## src/assert_macros.svh

```systemverilog
// Assertion macros for the validator RTL.
// Depends on nothing; included by files that carry concurrent checks.
`ifndef ASSERT_MACROS_SVH
`define ASSERT_MACROS_SVH
`ifndef ASSERT_OFF
// Check that a property holds at every rising clock edge outside reset
`define ASSERT_CLK(lbl, clk, rst_n, prop, msg) \
  lbl: assert property (@(posedge clk) disable iff (!rst_n) prop) else $error(msg);
// Check that a condition never holds outside reset
`define ASSERT_NEVER(lbl, clk, rst_n, cond, msg) \
  lbl: assert property (@(posedge clk) disable iff (!rst_n) !(cond)) else $error(msg);
`else
`define ASSERT_CLK(lbl, clk, rst_n, prop, msg)
`define ASSERT_NEVER(lbl, clk, rst_n, cond, msg)
`endif
`endif

```

## src/ialv_pkg.sv

```systemverilog
// Types, constants and checker step functions for the IP literal validator.
// Depends on nothing; used by every module of the block.
package ialv_pkg;

  // Character codes
  localparam logic [15:0] CH_0     = 16'h0030;
  localparam logic [15:0] CH_9     = 16'h0039;
  localparam logic [15:0] CH_LA    = 16'h0061;
  localparam logic [15:0] CH_LF    = 16'h0066;
  localparam logic [15:0] CH_UA    = 16'h0041;
  localparam logic [15:0] CH_UF    = 16'h0046;
  localparam logic [15:0] CH_DOT   = 16'h002E;
  localparam logic [15:0] CH_COLON = 16'h003A;

  // Dotted-quad limits
  localparam logic [2:0] QUAD_OCTETS = 3'd4;
  localparam logic [1:0] QUAD_DIGITS = 2'd3;
  localparam logic [9:0] OCTET_MAX   = 10'd255;

  // Colon-hextet limits
  localparam logic [3:0] HEX_GROUPS = 4'd8;
  localparam logic [3:0] HEX_V4_AT  = 4'd6;
  localparam logic [2:0] HEX_DIGITS = 3'd4;
  localparam logic [2:0] HEX_SAT    = 3'd5;

  // Token queue geometry
  localparam int Q_DEPTH = 2;
  localparam int Q_AW    = 1;

  typedef struct packed {
    logic [15:0] code_unit;
    logic        last_of_host;
  } in_t;

  typedef struct packed {
    logic is_ip_address;
    logic is_ipv6_form;
  } out_t;

  // Classified code unit passed from front to back
  typedef struct packed {
    logic [3:0] digit;
    logic       is_digit;
    logic       is_hex;
    logic       is_dot;
    logic       is_colon;
    logic       last;
  } tok_t;

  typedef struct packed {
    logic full;
    logic empty;
  } q_stat_t;

  typedef enum logic [2:0] {
    CS_NONE,
    CS_WILL_SKIP,
    CS_SKIPPING,
    CS_SKIPPED,
    CS_FINAL
  } cs_t;

  typedef struct packed {
    logic [2:0] count;
    logic [1:0] len;
    logic [9:0] value;
    logic       lz;
    logic       failed;
  } quad_t;

  typedef struct packed {
    cs_t        cs;
    logic [3:0] count;
    logic [2:0] length;
    logic       all_hex;
    logic       failed;
    quad_t      eq;
  } hex_t;

  localparam quad_t QUAD_RST = '{count: 3'd0, len: 2'd0, value: 10'd0, lz: 1'b0,
                                 failed: 1'b0};
  localparam hex_t  HEX_RST  = '{cs: CS_NONE, count: 4'd0, length: 3'd0, all_hex: 1'b1,
                                 failed: 1'b0, eq: QUAD_RST};

  // Close the current octet
  function automatic quad_t quad_close(quad_t q);
    quad_t r;
    r = q;
    if (q.count >= QUAD_OCTETS || q.len == 2'd0 || q.value > OCTET_MAX ||
        (q.lz && q.len > 2'd1)) begin
      r.failed = 1'b1;
    end else begin
      r.count = q.count + 3'd1;
    end
    r.len   = 2'd0;
    r.value = 10'd0;
    r.lz    = 1'b0;
    return r;
  endfunction

  // Feed one character to a dotted-quad checker
  function automatic quad_t quad_char(quad_t q, tok_t t);
    quad_t r;
    r = q;
    if (t.is_dot) begin
      r = quad_close(q);
    end else if (q.len >= QUAD_DIGITS || !t.is_digit) begin
      r.failed = 1'b1;
    end else begin
      if (q.len == 2'd0 && t.digit == 4'd0) begin
        r.lz = 1'b1;
      end
      r.value = 10'(q.value * 10'd10) + 10'(t.digit);
      r.len   = q.len + 2'd1;
    end
    return r;
  endfunction

  function automatic logic quad_ok(quad_t q);
    return !q.failed && q.count == QUAD_OCTETS;
  endfunction

  // Close the current hextet at a colon or at the end of the host
  function automatic hex_t hextet_close(hex_t h);
    hex_t  r;
    quad_t eq;
    r  = h;
    eq = h.eq;
    if (h.count >= HEX_GROUPS || h.cs == CS_FINAL) begin
      r.failed = 1'b1;
    end else if (h.length == 3'd0) begin
      case (h.cs)
        CS_SKIPPED:   r.failed = 1'b1;
        CS_NONE:      r.cs = (h.count == 4'd0) ? CS_WILL_SKIP : CS_SKIPPING;
        CS_WILL_SKIP: r.cs = CS_SKIPPING;
        default:      r.cs = CS_FINAL;
      endcase
    end else if (h.cs == CS_WILL_SKIP) begin
      r.failed = 1'b1;
    end else begin
      if (h.cs == CS_SKIPPING) begin
        r.cs = CS_SKIPPED;
      end
      if (h.length > HEX_DIGITS) begin
        // too long for a hextet: only an embedded dotted quad may stand here
        eq = quad_close(h.eq);
        if ((r.cs == CS_NONE && h.count != HEX_V4_AT) ||
            (r.cs == CS_SKIPPED && h.count >= HEX_V4_AT) || !quad_ok(eq)) begin
          r.failed = 1'b1;
        end
        r.cs = CS_FINAL;
      end else if (!h.all_hex) begin
        r.failed = 1'b1;
      end else begin
        r.count = h.count + 4'd1;
      end
    end
    r.length  = 3'd0;
    r.all_hex = 1'b1;
    r.eq      = QUAD_RST;
    return r;
  endfunction

  function automatic logic hextet_ok(hex_t h);
    logic ok;
    ok = 1'b0;
    if (!h.failed) begin
      case (h.cs)
        CS_NONE:    ok = (h.count == HEX_GROUPS);
        CS_SKIPPED: ok = (h.count < HEX_GROUPS);
        CS_FINAL:   ok = 1'b1;
        default:    ok = 1'b0;
      endcase
    end
    return ok;
  endfunction

endpackage

```

## src/ialv_front.sv

```systemverilog
// Front end: accepts input transactions and classifies each code unit.
// Depends on ialv_pkg; feeds the token queue.
module ialv_front (
  input  logic            in_valid,
  output logic            in_stall,
  input  ialv_pkg::in_t   in_data,
  input  ialv_pkg::q_stat_t q_stat,
  output logic            push,
  output ialv_pkg::tok_t  tok
);

  // Hold the input while the queue is full
  assign in_stall = q_stat.full;
  assign push     = in_valid && !q_stat.full;

  // Classify the code unit
  always_comb begin
    tok          = '0;
    tok.is_digit = in_data.code_unit inside {[ialv_pkg::CH_0:ialv_pkg::CH_9]};
    tok.is_hex   = in_data.code_unit inside {[ialv_pkg::CH_0:ialv_pkg::CH_9],
                                             [ialv_pkg::CH_LA:ialv_pkg::CH_LF],
                                             [ialv_pkg::CH_UA:ialv_pkg::CH_UF]};
    tok.is_dot   = (in_data.code_unit == ialv_pkg::CH_DOT);
    tok.is_colon = (in_data.code_unit == ialv_pkg::CH_COLON);
    tok.digit    = in_data.code_unit[3:0];
    tok.last     = in_data.last_of_host;
  end

endmodule

```

## src/ialv_queue.sv

```systemverilog
// Short token queue between the classifying front end and the checker.
// Depends on ialv_pkg.
module ialv_queue (
  input  logic              clk,
  input  logic              rst_n,
  input  logic              push,
  input  ialv_pkg::tok_t    push_tok,
  input  logic              pop,
  output ialv_pkg::tok_t    pop_tok,
  output ialv_pkg::q_stat_t q_stat
);

  ialv_pkg::tok_t            entry_r [ialv_pkg::Q_DEPTH];
  logic [ialv_pkg::Q_AW-1:0] wr_ptr_r, wr_ptr_nxt;
  logic [ialv_pkg::Q_AW-1:0] rd_ptr_r, rd_ptr_nxt;
  logic [ialv_pkg::Q_AW:0]   count_r, count_nxt;

  // Advance pointers and occupancy
  always_comb begin
    wr_ptr_nxt = wr_ptr_r + ialv_pkg::Q_AW'(push);
    rd_ptr_nxt = rd_ptr_r + ialv_pkg::Q_AW'(pop);
    count_nxt  = count_r + (ialv_pkg::Q_AW+1)'(push) - (ialv_pkg::Q_AW+1)'(pop);
  end

  always_ff @(posedge clk) begin
    if (!rst_n) begin
      wr_ptr_r <= '0;
      rd_ptr_r <= '0;
      count_r  <= '0;
    end else begin
      wr_ptr_r <= wr_ptr_nxt;
      rd_ptr_r <= rd_ptr_nxt;
      count_r  <= count_nxt;
    end
  end

  // Store pushed tokens
  always_ff @(posedge clk) begin
    if (push) begin
      entry_r[wr_ptr_r] <= push_tok;
    end
  end

  assign pop_tok      = entry_r[rd_ptr_r];
  assign q_stat.full  = (count_r == (ialv_pkg::Q_AW+1)'(ialv_pkg::Q_DEPTH));
  assign q_stat.empty = (count_r == '0);

endmodule

```

## src/ialv_checker.sv

```systemverilog
// Back end: runs the dotted-quad and colon-hextet checkers on each token
// and registers the verdict. Depends on ialv_pkg.
module ialv_checker (
  input  logic              clk,
  input  logic              rst_n,
  input  ialv_pkg::q_stat_t q_stat,
  input  ialv_pkg::tok_t    tok,
  output logic              pop,
  output logic              out_valid,
  input  logic              out_stall,
  output ialv_pkg::out_t    out_data
);

  logic                colon_r, colon_nxt;
  ialv_pkg::quad_t     top_r, top_nxt;
  ialv_pkg::hex_t      hex_r, hex_nxt;
  logic                out_valid_r, out_valid_nxt;
  ialv_pkg::out_t      out_data_r, out_data_nxt;
  ialv_pkg::quad_t     top_step, top_end;
  ialv_pkg::hex_t      hex_step, hex_end;
  logic                colon_step;
  logic                slot_free;

  // Take a token when one waits; a closing token also needs the output slot
  assign slot_free = !out_valid_r || !out_stall;
  assign pop       = !q_stat.empty && (!tok.last || slot_free);

  // Step both checkers by one character
  always_comb begin
    top_step   = ialv_pkg::quad_char(top_r, tok);
    colon_step = colon_r;
    hex_step   = hex_r;
    if (tok.is_colon) begin
      colon_step = 1'b1;
      hex_step   = ialv_pkg::hextet_close(hex_r);
    end else begin
      if (hex_r.length < ialv_pkg::HEX_SAT) begin
        hex_step.length = hex_r.length + 3'd1;
      end
      if (!tok.is_hex) begin
        hex_step.all_hex = 1'b0;
      end
      hex_step.eq = ialv_pkg::quad_char(hex_r.eq, tok);
    end
    top_end = ialv_pkg::quad_close(top_step);
    hex_end = ialv_pkg::hextet_close(hex_step);
  end

  // Advance checker state; restart after the end of a host
  always_comb begin
    colon_nxt = colon_r;
    top_nxt   = top_r;
    hex_nxt   = hex_r;
    if (pop) begin
      if (tok.last) begin
        colon_nxt = 1'b0;
        top_nxt   = ialv_pkg::QUAD_RST;
        hex_nxt   = ialv_pkg::HEX_RST;
      end else begin
        colon_nxt = colon_step;
        top_nxt   = top_step;
        hex_nxt   = hex_step;
      end
    end
  end

  // Load the verdict into the output register
  always_comb begin
    out_valid_nxt = out_valid_r && out_stall;
    out_data_nxt  = out_data_r;
    if (pop && tok.last) begin
      out_valid_nxt              = 1'b1;
      out_data_nxt.is_ipv6_form  = colon_step;
      out_data_nxt.is_ip_address = colon_step ? ialv_pkg::hextet_ok(hex_end)
                                              : ialv_pkg::quad_ok(top_end);
    end
  end

  always_ff @(posedge clk) begin
    if (!rst_n) begin
      colon_r     <= 1'b0;
      top_r       <= ialv_pkg::QUAD_RST;
      hex_r       <= ialv_pkg::HEX_RST;
      out_valid_r <= 1'b0;
    end else begin
      colon_r     <= colon_nxt;
      top_r       <= top_nxt;
      hex_r       <= hex_nxt;
      out_valid_r <= out_valid_nxt;
    end
  end

  // Hold payload
  always_ff @(posedge clk) begin
    out_data_r <= out_data_nxt;
  end

  assign out_valid = out_valid_r;
  assign out_data  = out_data_r;

endmodule

```

## src/ip_address_literal_validator_top.sv

```systemverilog
// IP literal validator: one code unit per transaction, verdict on the last one.
// An accepted code unit is written into the token queue; the checker pops it and,
// for the last code unit of a host, registers the verdict.
// Throughput: one code unit per cycle unless the queue is full or a verdict stalls.
// Reset (rst_n low, synchronous) empties the queue, clears the output and
// returns both checkers to their start state.
`include "assert_macros.svh"

module ip_address_literal_validator_top (
  input  logic           clk,
  input  logic           rst_n,
  input  logic           in_valid,
  output logic           in_stall,
  input  ialv_pkg::in_t  in_data,
  output logic           out_valid,
  input  logic           out_stall,
  output ialv_pkg::out_t out_data
);

  ialv_pkg::q_stat_t q_stat;
  ialv_pkg::tok_t    push_tok;
  ialv_pkg::tok_t    pop_tok;
  logic              push;
  logic              pop;

  // Accept and classify
  ialv_front u_front (
    .in_valid (in_valid),
    .in_stall (in_stall),
    .in_data  (in_data),
    .q_stat   (q_stat),
    .push     (push),
    .tok      (push_tok)
  );

  // Decouple front and back
  ialv_queue u_queue (
    .clk      (clk),
    .rst_n    (rst_n),
    .push     (push),
    .push_tok (push_tok),
    .pop      (pop),
    .pop_tok  (pop_tok),
    .q_stat   (q_stat)
  );

  // Check and report
  ialv_checker u_checker (
    .clk       (clk),
    .rst_n     (rst_n),
    .q_stat    (q_stat),
    .tok       (pop_tok),
    .pop       (pop),
    .out_valid (out_valid),
    .out_stall (out_stall),
    .out_data  (out_data)
  );

  // Checks on the internal queue and verdict path
  `ASSERT_CLK(a_pop_needs_token, clk, rst_n, pop |-> !q_stat.empty, "pop from empty queue")
  `ASSERT_NEVER(a_full_and_empty, clk, rst_n, q_stat.full && q_stat.empty, "queue full and empty")
  `ASSERT_CLK(a_verdict_source, clk, rst_n, $rose(out_valid) |-> $past(pop && pop_tok.last), "verdict without closing token")

endmodule

```

## config.mk

```make
export PLATFORM = sky130hd
export DESIGN_NAME = ip_address_literal_validator_top
export DESIGN_NICKNAME = d
export VERILOG_FILES = /design/src/ialv_pkg.sv /design/src/ialv_front.sv /design/src/ialv_queue.sv /design/src/ialv_checker.sv /design/src/ip_address_literal_validator_top.sv
export VERILOG_INCLUDE_DIRS = /design/src /design/src/src
export SDC_FILE = /design/constraint.sdc
export NUM_CORES = 1
export LEC_CHECK = 0
export BUFFER_PORTS_ARGS = -buffer_cell sky130_fd_sc_hd__clkbuf_2
export CORE_MARGIN = 3
export CORE_UTILIZATION = 57
export CTS_CLUSTER_DIAMETER = 100
export DETAILED_ROUTE_END_ITERATION = 8
export PLACE_DENSITY = 0.83
export SLEW_MARGIN = 5
export SYNTH_ARGS = -nofsm -noshare
export SYNTH_HDL_FRONTEND = slang
export SYNTH_HIERARCHICAL = 1
export SYNTH_SLANG_ARGS = --single-unit
```

## constraint.sdc

```tcl
create_clock -name clk -period 2.85 [get_ports clk]
set_clock_uncertainty 0.1 [all_clocks]
set_input_delay 0.855 -clock clk [delete_from_list [all_inputs] [get_ports clk]]
set_output_delay 0.855 -clock clk [all_outputs]
set_load 0.005 [all_outputs]
```

# == Word-level counts from Yosys, hierarchy flattened ==
# Memories as Yosys holds them, arrays and structs flattened. A register that Yosys moved wholly into a read port is not among the register bits.
# Cells that the tools add are included.
# classes
add_sub_neg,15
mul,2
magnitude_cmp,28
n_eq_ne,21
muxes,94
n_reduce_logical,69
# op_table
cell,count
3-bit 2-to-1 mux,29
1-bit 2-to-1 mux,41
"10-bit by 8-bit > comparator with 1-bit output, second input constant",4
7-bit 2-to-1 mux,5
17-bit 2-to-1 mux,2
"16-bit by 6-bit equality test with 1-bit output, second input constant",2
"16-bit by 7-bit greater-or-equal comparator with 1-bit output, second input constant",2
"16-bit by 7-bit <= comparator with 1-bit output, second input constant",2
29-bit 2-to-1 mux,1
14-bit 2-to-1 mux,2
4-bit 2-to-1 mux,7
13-bit 2-to-1 mux,2
1-bit logical OR,22
"3-bit by 2-bit equality test with 1-bit output, second input constant",7
3-bit logical NOT,7
10-bit by 4-bit adder with 10-bit output,2
1-bit logical AND,20
"10-bit by 3-bit multiplier with 9-bit output, second input constant",2
"3-bit equality test, second input constant",6
3-bit one-hot mux with 3 select lines,2
"16-bit by 6-bit greater-or-equal comparator with 1-bit output, second input constant",1
"16-bit by 6-bit <= comparator with 1-bit output, second input constant",1
"3-bit by 1-bit adder with 3-bit output, second input constant",5
"3-bit greater-or-equal comparator, second input constant",4
22 further kinds,51
# totals
reg_bits,54
ram_bits,18
output_inout_bits,4
mem_count,1
# mem_list
name,words,word_bits,rd,rd_ports_with_merged_regs,write_ports,line_no,source
u_queue.entry_r,2,9,1,1,1,ialv_queue.sv:13,ialv_pkg::tok_t entry_r [ialv_pkg::Q_DEPTH];

# == Longest topological paths before layout ==
# depth
word_depth,27
ltp_mapped,15
mapped_depth_nobuf,15

# == Modules after synthesis ==
# Netlist, hierarchy kept.
# modules_own_cells
module,n_inst,cells_each,area_per_inst_um2,seq_area_each_um2
ialv_checker,1,548,4372.9,1021.0
ialv_queue,1,49,880.8,640.6
ialv_front,1,24,175.2,0.0

# == Least setup slack after synthesis ==
# No wires, ideal clock.
# synth_timing
path_type,reg2reg
startpoint,register with a tool-made name
endpoint,"register u_checker.out_data_r, in the netlist u_checker/out_data[1], data pin"
setup_time_ns,0.264
arrival_time_ns,2.772
required_time_ns,2.486
setup_slack_ns,-0.285
path_stages_with_launch,14
synth_period_minus_slack_ns,3.135
cell_sequence,dfxtp_1 -> buf_2 -> mux2_2 -> ha_1 -> inv_1 -> fa_1 -> nor2b_1 -> o2111ai_1 -> nor3b_1 -> a2111oi_0 -> a2111oi_2 -> a211oi_1 -> a311oi_1 -> a21oi_1
# synth_rtl
element,line_no,source
"end signal, assigned",ialv_checker.sv:95,out_data_r <= out_data_nxt;
"end, declared",ialv_checker.sv:18,"ialv_pkg::out_t out_data_r, out_data_nxt;"

==> reports/metrics.cfg <==
[power_and_ir_drop]
netSwitchingPower_mw=2.041
p_int_mw=2.813
p_leak_nw=2.789
clockPowerShare_pct=17.7
seqPwrFrac_pct=27.4
peakVddDrop_mv=0.4230
swShare_pct=42.05
power_mw=4.853
p_comb_share_pct=54.9
powerDensity_nw_per_um2=713.2

[sta]
setup_viol=2
drv_slew=0
fmax_mhz=310.9
worstMarginPinSlew_ns=0.6068
min_period_ns=3.217
layout_setup_ws_ns=-0.3668
rsz0062_at_grt=true
relSlewSlack_pct=59.20
final_hold_viol_count=0
post-route-period-util_pct=112.9

[setup_path]
critical-path-max-stage-delay_ns=0.39
cp_max_fo=5
critical_path.cell_chain=mux2_4 > ha_1 > inv_2 > fa_2 > nor2b_2 > o2111ai_2 > nor3b_4 > buf_4 > and4_1 > a2111oi_4 > a211oi_2 > a311oi_1 > a21oi_1
critical_path.slowest_cell=dfxtp_4
critPathCaptureType=flop
crit_arrival_ns=3.23
cp.depth=13
reg2regPathDepth=13
crit_family=compound AO/OA/AOI/OAI gates
critPathBufInv=2
cp-start-kind=flop
required_ns=2.86
critPathKind=reg -> reg

[clock_tree]
worstSkewPairLatency_ns=0.36
cts.sinks=73
cts_buffer_depth=2
cts_root_buf=clkbuf_8
tritoncts=yes
htreeDepth=3
clk_pin_slew_ns=0.09
cts_buffers=9

[synthesis]
async_flop_share_pct=0
synth_edf_count=20
yosysMostFrequentCell=nor2_1
synth_commonest_cells=nor2_1, dfxtp_1, ha_1
syn_area_sq_um=5429
synth_flop_cell=dfxtp_1
synth_area_leaders=dfxtp_1, ha_1, edfxtp_1
ys_warn_count=6
ys_types=80
synth-seq-cells=73
netlist_instances=621
synth_fp_nets=696
synth_largest_area_cell=dfxtp_1
ys_seq_area_share_pct=30.61
synth_area_per_cell_sq_um=8.742
synth_top_area_share_pct=19.54

[grt]
grt_overflow=0
grt_util_met2_pct=53.18
grt.busiest_layer=met2
grt_use_met3_pct=4.291
grt_max_degree=31
grt_pass1_vias=5505
grt_first_pass_wirelength_um=26090
use_met1_pct=33.32
antenna_found_initial=0
track_usage_pct=29.56

[route]
dr.pass1.iters=5
drt_iter0_markers=381
num_vias=5363
drc=0
wl_per_cell_um=18.89
ant_nets=0
routed_wl_um=16220
via_per_inst=6.243

[floorplan]
die_area_sq_um=10730
placementRows=34
core_sq_um=8976
die_height_um=103.6
die_w_um=103.6
ioPinCount=25
initial_core_util_pct=60.48

[status]
status=finished, violations left
violations=negative setup slack

[final_layout]
final_area_sq_um=6805
areaGrowthSynthToFinish_pct=25.35
layout-drive-gt1-share_pct=29.60
n_antenna_cell=0
layout.nets=803

[flow_run]
cap_violations=0

[placed_design]
place_area_sq_um=6289
dpl.hpwl_um=11000
gp_congestion=0.9751
port_buffers=24

[worst_hold_path]
hold_path.class=reg -> reg
min_path_cells=2

-- state kept, by name (all words and copies together) (netlist names), named ones only --
name	flops
u_checker/out_data	2
u_queue/count_r	2
u_queue/wr_ptr_r	1
u_queue/entry_r	18
u_checker/hex_r	29
u_checker/top_r	17
u_queue/rd_ptr_r	1
u_checker/out_valid	1
u_checker/colon_r	1
-- power groups by stage --
stage	sequential, mW	clock, mW	combinational, mW
floorplan	1.32	0	1.51
global route	1.34	0.908	2.87
global placement	1.32	0	2.32
CTS	1.32	0.860	2.54
detailed placement	1.34	0	2.41
finish	1.33	0.857	2.67
-- tightest hold or removal path: stages, from the launching register on --
cell	delay, ns
dfxtp_1	0.33
nor2_1	0.10
nor2_1	0.04
-- stage by stage --
| stage | instances | util [%] | TNS (ns) | worst slack [ns] | hold WS (ns) |
|---|---|---|---|---|---|
| after CTS | 856 | 74.87 | -0.2456 | -0.2456 | 0.4067 |
| after global routing | 859 | 75.82 | -0.6912 | -0.4596 | 0.4377 |
| after floorplan | 621 | - | -0.1390 | -0.1390 | 0.3406 |
| final | 859 | 75.82 | -0.4681 | -0.3668 | 0.4146 |
| after detailed placement | 833 | 70.06 | -0.7123 | -0.4978 | 0.3891 |
| after global placement | 833 | 70.06 | -0.3202 | -0.3052 | 0.3559 |
-- layer usage --
metal  share of wire [%]  routed length, um
met1                  39               6296
met2                  50               8044
met3                 6.3               1022
met4                 5.3                860
met5                   0                  0
-- cell families after synthesis --
kind of cell    synth area share [%]
compound gates                 20.19
xor+xnor                       5.324
fa+ha+maj                      13.00
buf+inv                        5.001
flops                          30.61
mux                            2.627
simple gates                   23.25
-- worst paths after layout --
kind                            slack, ns               start               endpoint
worst max-delay path                -0.37                flop  u_checker/out_data[1]
worst min-delay path                 0.41  u_checker/top_r[0]     u_checker/top_r[0]
worst max register to register      -0.37                flop  u_checker/out_data[1]
worst min register to register       0.41  u_checker/top_r[0]     u_checker/top_r[0]
-- layout by cell type (no fill, tap or decap), types with 7 or more instances in the layout --
cell type	n
buf_4	100
nor2_1	54
dfxtp_1	48
ha_1	42
a21oi_1	38
nand2_1	35
inv_1	31
nor2b_1	30
o21ai_0	28
clkbuf_2	24
edfxtp_1	20
a22oi_1	19
xnor2_1	15
nand3_1	15
nor3_1	13
nand2b_1	11
clkbuf_8	9
and2_1	9
xor2_1	8
mux2_2	8
a31oi_1	7
-- area by class of cell --
class	count	area (sq um)
fillers	574	2171
clock buffers	9	123.9
well taps	126	157.7
inverters	35	131.4
flip-flops and latches	73	1670
clock inverters	7	76.32
repair buffers	125	890.9
multi-input cells	484	3755
-- timing repair --
action	4_1_cts	5_1_grt
setup endpoints to repair	3	4
hold buffers	0	0
hold endpoints to repair	0	0
gates resized for setup	33	17
buffers inserted	7	3
pin swaps	15	10
Power figures use the tool's default switching activity.
